File: config.mk
export PLATFORM = sky130hd
export DESIGN_NAME = chained_hash_set_top_flat
export DESIGN_NICKNAME = d
export VERILOG_FILES = /design/src/rtl/core/chs_pkg.sv /design/src/rtl/core/chs_req_if.sv /design/src/rtl/core/chs_rsp_if.sv /design/src/rtl/core/chs_ram.sv /design/src/rtl/core/chs_ctrl.sv /design/src/rtl/core/chs_dp.sv /design/src/rtl/core/chained_hash_set_top.sv /design/src/flat_wrapper.sv
export SDC_FILE = /design/constraint.sdc
export NUM_CORES = 2
export LEC_CHECK = 0
export ABC_AREA = 1
export BUFFER_PORTS_ARGS = -buffer_cell sky130_fd_sc_hd__buf_4
export CAP_MARGIN = 10
export CELL_PAD_IN_SITES_DETAIL_PLACEMENT = 1
export CELL_PAD_IN_SITES_GLOBAL_PLACEMENT = 1
export CORE_ASPECT_RATIO = 1.25
export CORE_MARGIN = 5
export CORE_UTILIZATION = 47
export CTS_CLUSTER_SIZE = 28
export DETAILED_ROUTE_END_ITERATION = 8
export PLACE_DENSITY = 0.81
export SYNTH_ARGS = -nofsm -noshare
export SYNTH_HDL_FRONTEND = slang
export SYNTH_SLANG_ARGS = --single-unit
File: constraint.sdc
create_clock -name clk -period 18.8 [get_ports clk]
set_clock_uncertainty 0.2 [all_clocks]
set_input_delay 1.88 -clock clk [delete_from_list [all_inputs] [get_ports clk]]
set_output_delay 1.88 -clock clk [all_outputs]
set_load 0.05 [all_outputs]
File: src/rtl/core/chs_pkg.sv
// Package: shared constants, codes and types for the chained hash set.
`default_nettype none
package chs_pkg;

	localparam int NUM_BUCKETS  = 5;
	localparam int BUCKET_DEPTH = 8;

	localparam int KEY_W  = 32;
	localparam int BKT_W  = (NUM_BUCKETS > 1) ? $clog2(NUM_BUCKETS) : 1;
	localparam int FILL_W = $clog2(BUCKET_DEPTH + 1);
	localparam int SLOT_W = (BUCKET_DEPTH > 1) ? $clog2(BUCKET_DEPTH) : 1;
	localparam int ROW_W  = KEY_W * BUCKET_DEPTH;

	// Modulo reduction: byte fold to SUM_W bits, then reciprocal multiply.
	localparam int SUM_W   = 16;
	localparam int SHIFT   = SUM_W + 7;
	localparam int RECIP_W = SHIFT + 1;
	localparam int PROD_W  = SUM_W + RECIP_W;

	localparam logic [SUM_W-1:0] WGT0 = SUM_W'(1 % NUM_BUCKETS);
	localparam logic [SUM_W-1:0] WGT1 = SUM_W'(256 % NUM_BUCKETS);
	localparam logic [SUM_W-1:0] WGT2 = SUM_W'((int'(WGT1) * 256) % NUM_BUCKETS);
	localparam logic [SUM_W-1:0] WGT3 = SUM_W'((int'(WGT2) * 256) % NUM_BUCKETS);
	localparam logic [RECIP_W-1:0] RECIP = RECIP_W'((64'd1 << SHIFT) / NUM_BUCKETS);
	localparam logic [SUM_W-1:0] NB_S = SUM_W'(NUM_BUCKETS);
	localparam logic [FILL_W-1:0] DEPTH_F = FILL_W'(BUCKET_DEPTH);

	localparam logic CMD_INSERT = 1'b0;
	localparam logic CMD_LOOKUP = 1'b1;

	typedef enum logic [1:0] {
		ST_INSERTED  = 2'd0,
		ST_FULL      = 2'd1,
		ST_FOUND     = 2'd2,
		ST_NOT_FOUND = 2'd3
	} status_t;

	typedef enum logic [2:0] {
		S_IDLE,
		S_HASH1,
		S_HASH2,
		S_HASH3,
		S_READ,
		S_EXEC
	} state_t;

	typedef struct packed {
		logic load;
		logic hash1;
		logic hash2;
		logic hash3;
		logic mem_rd;
		logic exec;
	} chs_ctl_t;

	typedef struct packed {
		logic out_free;
	} chs_sts_t;

endpackage
`default_nettype wire

File: src/rtl/core/chs_req_if.sv
// Interface: request channel (command and key).
`default_nettype none
interface chs_req_if;
	logic                        valid;
	logic                        ready;
	logic                        cmd;
	logic [chs_pkg::KEY_W-1:0]   key;

	modport source (output valid, output cmd, output key, input ready);
	modport sink (input valid, input cmd, input key, output ready);
endinterface
`default_nettype wire

File: src/rtl/core/chs_rsp_if.sv
// Interface: response channel (status and bucket index).
`default_nettype none
interface chs_rsp_if;
	logic                        valid;
	logic                        ready;
	chs_pkg::status_t            status;
	logic [chs_pkg::BKT_W-1:0]   bucket_index;

	modport source (output valid, output status, output bucket_index, input ready);
	modport sink (input valid, input status, input bucket_index, output ready);
endinterface
`default_nettype wire

File: src/rtl/core/chs_ram.sv
// Generic single-port RAM with registered read.
`default_nettype none
module chs_ram #(
	parameter int WIDTH = 32,
	parameter int DEPTH = 8,
	localparam int AW = (DEPTH > 1) ? $clog2(DEPTH) : 1
) (
	input  wire logic             clk,
	input  wire logic             we,
	input  wire logic             re,
	input  wire logic [AW-1:0]    addr,
	input  wire logic [WIDTH-1:0] wdata,
	output logic      [WIDTH-1:0] rdata
);
	logic [WIDTH-1:0] mem_q [DEPTH];
	logic [WIDTH-1:0] rdata_q;

	always_ff @(posedge clk) begin
		if (we) begin
			mem_q[addr] <= wdata;
		end else if (re) begin
			rdata_q <= mem_q[addr];
		end
	end

	assign rdata = rdata_q;
endmodule
`default_nettype wire

File: src/rtl/core/chs_ctrl.sv
// Controller: sequences one request through hash, row read and update.
`default_nettype none
module chs_ctrl (
	input  wire logic              clk,
	input  wire logic              arst_n,
	input  wire logic              in_valid,
	output logic                   in_ready,
	input  wire chs_pkg::chs_sts_t sts,
	output chs_pkg::chs_ctl_t      ctl
);
	import chs_pkg::*;

	state_t state_q, state_d;

	always_ff @(posedge clk or negedge arst_n) begin
		if (!arst_n) begin
			state_q <= S_IDLE;
		end else begin
			state_q <= state_d;
		end
	end

	always_comb begin
		state_d  = state_q;
		ctl      = '0;
		in_ready = 1'b0;
		unique case (state_q)
			S_IDLE: begin
				in_ready = 1'b1;
				if (in_valid) begin
					ctl.load = 1'b1;
					state_d  = S_HASH1;
				end
			end
			S_HASH1: begin
				ctl.hash1 = 1'b1;
				state_d   = S_HASH2;
			end
			S_HASH2: begin
				ctl.hash2 = 1'b1;
				state_d   = S_HASH3;
			end
			S_HASH3: begin
				ctl.hash3 = 1'b1;
				state_d   = S_READ;
			end
			S_READ: begin
				ctl.mem_rd = 1'b1;
				state_d    = S_EXEC;
			end
			S_EXEC: begin
				if (sts.out_free) begin
					ctl.exec = 1'b1;
					state_d  = S_IDLE;
				end
			end
			default: begin
				state_d = S_IDLE;
			end
		endcase
	end

	a_accept_starts_hash: assert property (@(posedge clk) disable iff (!arst_n)
		(in_valid && in_ready) |=> (state_q == S_HASH1))
		else $error("accepted request did not start hashing");

	a_exec_needs_room: assert property (@(posedge clk) disable iff (!arst_n)
		ctl.exec |-> sts.out_free)
		else $error("update issued while result register busy");
endmodule
`default_nettype wire

File: src/rtl/core/chs_dp.sv
// Datapath: bucket modulo, fill counts, key row RAM, compare and result register.
`default_nettype none
module chs_dp (
	input  wire logic                       clk,
	input  wire logic                       arst_n,
	input  wire logic                       req_cmd,
	input  wire logic [chs_pkg::KEY_W-1:0]  req_key,
	input  wire chs_pkg::chs_ctl_t          ctl,
	output chs_pkg::chs_sts_t               sts,
	chs_rsp_if.source                       rsp
);
	import chs_pkg::*;

	logic              cmd_q;
	logic [KEY_W-1:0]  key_q;
	logic [SUM_W-1:0]  sum_q;
	logic [SUM_W-1:0]  quo_q;
	logic [BKT_W-1:0]  bucket_q;
	logic [FILL_W-1:0] fill_q [NUM_BUCKETS];
	logic [FILL_W-1:0] fill_cur_q;
	logic              out_valid_q;
	status_t           status_q;
	logic [BKT_W-1:0]  bkt_out_q;

	logic [SUM_W-1:0]  sum_d;
	logic [PROD_W-1:0] prod;
	logic [SUM_W-1:0]  rem;
	logic [SUM_W-1:0]  rem_fix;
	logic [ROW_W-1:0]  row_rd;
	logic [ROW_W-1:0]  row_wr;
	logic              hit;
	logic              full;
	logic              ram_we;

	// Byte fold: sum of bytes weighted by 256^i mod N.
	always_comb begin
		sum_d = SUM_W'(key_q[7:0])   * WGT0
		      + SUM_W'(key_q[15:8])  * WGT1
		      + SUM_W'(key_q[23:16]) * WGT2
		      + SUM_W'(key_q[31:24]) * WGT3;
	end

	assign prod    = PROD_W'(sum_q) * PROD_W'(RECIP);
	assign rem     = sum_q - SUM_W'(quo_q * NB_S);
	assign rem_fix = (rem >= NB_S) ? (rem - NB_S) : rem;

	always_ff @(posedge clk) begin
		if (ctl.load) begin
			cmd_q <= req_cmd;
			key_q <= req_key;
		end
		if (ctl.hash1) begin
			sum_q <= sum_d;
		end
		if (ctl.hash2) begin
			quo_q <= prod[SHIFT +: SUM_W];
		end
		if (ctl.hash3) begin
			bucket_q <= BKT_W'(rem_fix);
		end
		if (ctl.mem_rd) begin
			fill_cur_q <= fill_q[bucket_q];
		end
	end

	assign full = (fill_cur_q >= DEPTH_F);

	always_comb begin
		hit    = 1'b0;
		row_wr = row_rd;
		for (int j = 0; j < BUCKET_DEPTH; j++) begin
			if ((FILL_W'(j) < fill_cur_q) && (row_rd[j*KEY_W +: KEY_W] == key_q)) begin
				hit = 1'b1;
			end
			if (FILL_W'(j) == fill_cur_q) begin
				row_wr[j*KEY_W +: KEY_W] = key_q;
			end
		end
	end

	assign ram_we = ctl.exec && (cmd_q == CMD_INSERT) && !full;

	chs_ram #(
		.WIDTH(ROW_W),
		.DEPTH(NUM_BUCKETS)
	) u_key_ram (
		.clk   (clk),
		.we    (ram_we),
		.re    (ctl.mem_rd),
		.addr  (bucket_q),
		.wdata (row_wr),
		.rdata (row_rd)
	);

	always_ff @(posedge clk or negedge arst_n) begin
		if (!arst_n) begin
			for (int b = 0; b < NUM_BUCKETS; b++) begin
				fill_q[b] <= '0;
			end
		end else if (ram_we) begin
			fill_q[bucket_q] <= fill_cur_q + FILL_W'(1);
		end
	end

	always_ff @(posedge clk or negedge arst_n) begin
		if (!arst_n) begin
			out_valid_q <= 1'b0;
		end else if (ctl.exec) begin
			out_valid_q <= 1'b1;
		end else if (rsp.ready) begin
			out_valid_q <= 1'b0;
		end
	end

	always_ff @(posedge clk) begin
		if (ctl.exec) begin
			bkt_out_q <= bucket_q;
			if (cmd_q == CMD_INSERT) begin
				status_q <= full ? ST_FULL : ST_INSERTED;
			end else begin
				status_q <= hit ? ST_FOUND : ST_NOT_FOUND;
			end
		end
	end

	assign sts.out_free    = !out_valid_q || rsp.ready;
	assign rsp.valid        = out_valid_q;
	assign rsp.status       = status_q;
	assign rsp.bucket_index = bkt_out_q;

	a_fill_bounded: assert property (@(posedge clk) disable iff (!arst_n)
		ctl.exec |-> (fill_cur_q <= DEPTH_F))
		else $error("bucket fill count above depth");

	a_bucket_in_range: assert property (@(posedge clk) disable iff (!arst_n)
		ctl.mem_rd |-> (bucket_q < BKT_W'(NUM_BUCKETS)))
		else $error("bucket index out of range");

	a_write_only_insert: assert property (@(posedge clk) disable iff (!arst_n)
		ram_we |=> (fill_q[$past(bucket_q)] == $past(fill_cur_q) + FILL_W'(1)))
		else $error("fill count not advanced after insert");
endmodule
`default_nettype wire

File: src/rtl/core/chained_hash_set_top.sv
// Top level: chained hash set of 32-bit keys with bounded buckets.
// Each request (insert or lookup) passes through an accept step, bucket-index modulo
// reduction (byte fold, reciprocal multiply, correction) in states S_HASH1 to S_HASH3,
// a row read of the bucket RAM and a compare/update step that writes the result into
// the output register. The compare/update step waits while an earlier result still
// sits untaken in the output register. A new request is not accepted until the
// previous one has finished its update; the next request is accepted while the
// previous result still waits.
// Each bucket is one RAM row holding all its key slots; per-bucket fill counts reset
// to zero, and the key RAM needs no clearing pass.
`default_nettype none
module chained_hash_set_top (
	input  wire logic clk,
	input  wire logic arst_n,
	chs_req_if.sink   req,
	chs_rsp_if.source rsp
);
	import chs_pkg::*;

	chs_ctl_t ctl;
	chs_sts_t sts;
	logic     in_ready;

	assign req.ready = in_ready;

	chs_ctrl u_ctrl (
		.clk      (clk),
		.arst_n   (arst_n),
		.in_valid (req.valid),
		.in_ready (in_ready),
		.sts      (sts),
		.ctl      (ctl)
	);

	chs_dp u_dp (
		.clk     (clk),
		.arst_n  (arst_n),
		.req_cmd (req.cmd),
		.req_key (req.key),
		.ctl     (ctl),
		.sts     (sts),
		.rsp     (rsp)
	);
endmodule
`default_nettype wire
File: src/flat_wrapper.sv
// flat-port wrapper written by rule: the top's interface ports become plain ports
module chained_hash_set_top_flat import chs_pkg::*;
  (clk, arst_n, req_valid, req_cmd, req_key, req_ready, rsp_valid, rsp_status, rsp_bucket_index, rsp_ready);
  chs_req_if req_i ();
  chs_rsp_if rsp_i ();
  input  wire logic clk;
  input  wire logic arst_n;
  input wire logic [$bits(req_i.valid)-1:0] req_valid;
  input wire logic [$bits(req_i.cmd)-1:0] req_cmd;
  input wire logic [$bits(req_i.key)-1:0] req_key;
  output wire logic [$bits(req_i.ready)-1:0] req_ready;
  output wire logic [$bits(rsp_i.valid)-1:0] rsp_valid;
  output wire logic [$bits(rsp_i.status)-1:0] rsp_status;
  output wire logic [$bits(rsp_i.bucket_index)-1:0] rsp_bucket_index;
  input wire logic [$bits(rsp_i.ready)-1:0] rsp_ready;
  assign req_i.valid = req_valid;
  assign req_i.cmd = req_cmd;
  assign req_i.key = req_key;
  assign req_ready = req_i.ready;
  assign rsp_valid = rsp_i.valid;
  assign rsp_status = rsp_i.status;
  assign rsp_bucket_index = rsp_i.bucket_index;
  assign rsp_i.ready = rsp_ready;
  chained_hash_set_top u_core (.clk(clk), .arst_n(arst_n), .req(req_i), .rsp(rsp_i));
endmodule
==> flow_summary.ini <==
[route]
wl_per_cell_um = 27.46
vias_per_cell = 6.123
detail-route-antenna-nets = 0
routed_wl_um = 209000
firstDrtPassIters = 6
post-route-drc-count = 0
vias = 46613
drt_iter0_drc = 4472

[critical_path]
crit_slowest_cell = fa_1
worstSetupPathType = register to register
worst_setup_path_start_kind = register
cp_max_fo = 5
critPathMostFrequentCell = fa_1
path_cells = ha_1 -> inv_1 -> fa_1 -> fa_1 -> inv_1 -> fa_1 -> fa_1 -> xnor2_1 -> ha_1 -> ha_1 -> a21oi_1 -> o21ai_0 -> a211oi_1 -> o21ai_0 -> xor2_1
regToRegSetupSlack_ns = 13.44
cp-end-kind = register
r2r_start = u_core.u_dp.sum_q[1]
crit_buf_inv = 2
critPathArrivalTime_ns = 5.70
critPathTopFamily = adder cells
crit_required_ns = 19.14
slowest_delay_ns = 0.59
startpoint = u_core.u_dp.sum_q[1]

[global_route]
antenna_found_initial = 5
track_usage = 0.2632
grt_max_degree = 227
overflow = 0
grt_pass1_vias = 50217
grt_pass1_wl_um = 310100

[clock_network]
numCtsBuffers = 155
cts_post_setup_buffers_inserted = 0
clk_pin_slew_ns = 0.06
cts-resized-gates = 0
clk_latency_ns = 0.82
cts-root-buf = clkbuf_16
cts_hold_buffers = 0
htree_levels = 4
ctsLongestPathBuffers = 3
cts_tree = built
clkSinkCount = 1625

[placed_design]
place_area_um2 = 71310
numPortBuffers = 43
gp_congestion = 0.8556
place_hpwl_um = 119100
place_inst = 7331

[sta]
setup_tns_ns = 0
clock.fmax_ghz = 0.1864
final.min_clock_period_ns = 5.364
fin_crit_sh = 0.2853
finalHoldViolations = 0
hold-worst-slack_ns = 0.2647
rsz0062_at_grt = no
worstMarginPinSlew_ns = 1.372
finalSetupViolations = 0
max_slew_margin = 0.08550
maxSlewViolCount = 0

[synthesis]
synthFlopType = edfxtp_1
synth_area_leaders = edfxtp_1 (69%), nand2_1 (5.8%), o21ai_0 (5.5%)
ys_ff_latch = 1625
synth_commonest_cells = edfxtp_1 (1601), nand2_1 (1077), o21ai_0 (765), nor2_1 (679), inv_1 (302)
synth_cell_types = 51
synth_edf_count = 1601
ys_warn_count = 0
synthesis.nets = 5828
netlist_area_um2 = 69480
netlist_instances = 5626
synth_top_area_frac = 0.6920
synthArstFlopShare = 0.01477
synth.most_common_cell = edfxtp_1
syn_avg_cell_area_um2 = 12.35
ys_seq_area_frac = 0.7006
synth_top_area_cell = edfxtp_1

[finish]
multi_input_area_um2 = 17980
fillCellCount = 14755
nets = 5782
final_layout_size_suffix_gt1_frac = 0.07398
fin_area_um2 = 76300
final_cells = 7613
syn2layout_area_growth_pct = 9.826
regArea_um2 = 48680

[floorplan]
core_um2 = 146700
start_util = 0.4735
die_height_um = 439.9
die_w_um = 353.9
row_count = 157
die_area_um2 = 155700
ios = 44

[run_status]
status = completed

[hold_path]
hold_class = register to register
worstHoldStart = u_core.u_dp.cmd_q

[pwr]
powerDensity_nw_per_um2 = 196.9
total_leakage_power_nw = 26.90
peakVddDrop_mv = 0.3668

[job]
maxCapViolations = 0
-- cells in the final DEF (no fill, tap or decap), types with 58 or more instances in the layout --
cell and count:
xor2_1 58, o221ai_1 261, edfxtp_1 1601, nand2_1 1073, inv_1 301, o21ai_1 72, buf_4 100, xnor2_1 81
ha_1 113, o21ai_0 765, clkbuf_16 157, nor2_1 679
-- metal layers --
layer  up-vias  track usage  wire (µm)
met5         -            0          0
met4         0       0.1434      12100
met3       565      0.04416      14980
met2      2177       0.4586     104400
met1     23975       0.3127      77600
li1      19896            -          -
-- cells by family after synthesis --
kind of cell	synth area share
AO/OA/AOI/OAI	0.09818
XOR/XNOR	0.01752
adder cells (fa/ha/maj)	0.03533
buffers and inverters	0.04165
flip-flops	0.7006
AND/OR/NAND/NOR	0.1067
-- power breakdown --
group / switching (mW) / total [mW] / leakage, nW / internal [mW]
registers: 0.194 / 4.76 / 14.8 / 4.57
clock network: 1.39 / 3.13 / 2.43 / 1.74
logic: 4.87 / 7.14 / 9.68 / 2.27
total: 6.46 / 15.0 / 26.9 / 8.57
-- final cells by class --
class,instances,share of cell area
diodes,1,0.00003280
clock buffers,187,0.05349
clock inverters,94,0.01186
inverters,339,0.01707
multi-input cells,3348,0.2356
flip-flops and latches,1625,0.6379
well taps,1908,0.03129
repair buffers,111,0.01272
-- through the flow --
stage / worst slack [ns] / power [mW] / util
6_report: 13.44 / 15.03 / 0.5200
5_1_grt: 13.25 / 16.05 / 0.5200
4_1_cts: 13.43 / 15.06 / 0.5200
3_5_place_dp: 13.06 / 11.88 / 0.4860
3_3_place_gp: 13.18 / 11.54 / 0.4860
2_1_floorplan: 5.363 / 9.805 / -
-- registers in the layout, indices dropped and copies added, names as in the netlist --
register                      count
u_core.u_dp.quo_q                10
u_core.u_dp.key_q                32
u_core.u_dp.fill_q               20
u_core.u_dp.u_key_ram.rdata     256
u_core.u_ctrl.state_q             3
u_core.u_dp.u_key_ram.mem_q    1280
u_core.u_dp.sum_q                10
u_core.u_dp.bucket_q              3
u_core.u_dp.fill_cur_q            4
u_core.u_dp.cmd_q                 1
u_core.u_dp.rsp.status            2
u_core.u_dp.rsp.valid             1
u_core.u_dp.rsp.bucket_index      3
-- path summary, 6_finish.rpt --
check                                       endpoint  cells past startpoint
hold reg to reg            u_core.u_dp.rsp.status[1]                      0
hold / removal             u_core.u_dp.rsp.status[1]                      0
max in group asynchronous      u_core.u_dp.fill_q[0]                      1
min in group asynchronous      u_core.u_dp.fill_q[3]                      1
setup reg to reg                u_core.u_dp.quo_q[1]                     15
setup / recovery                u_core.u_dp.quo_q[1]                     15
Power figures use the tool's default switching activity.
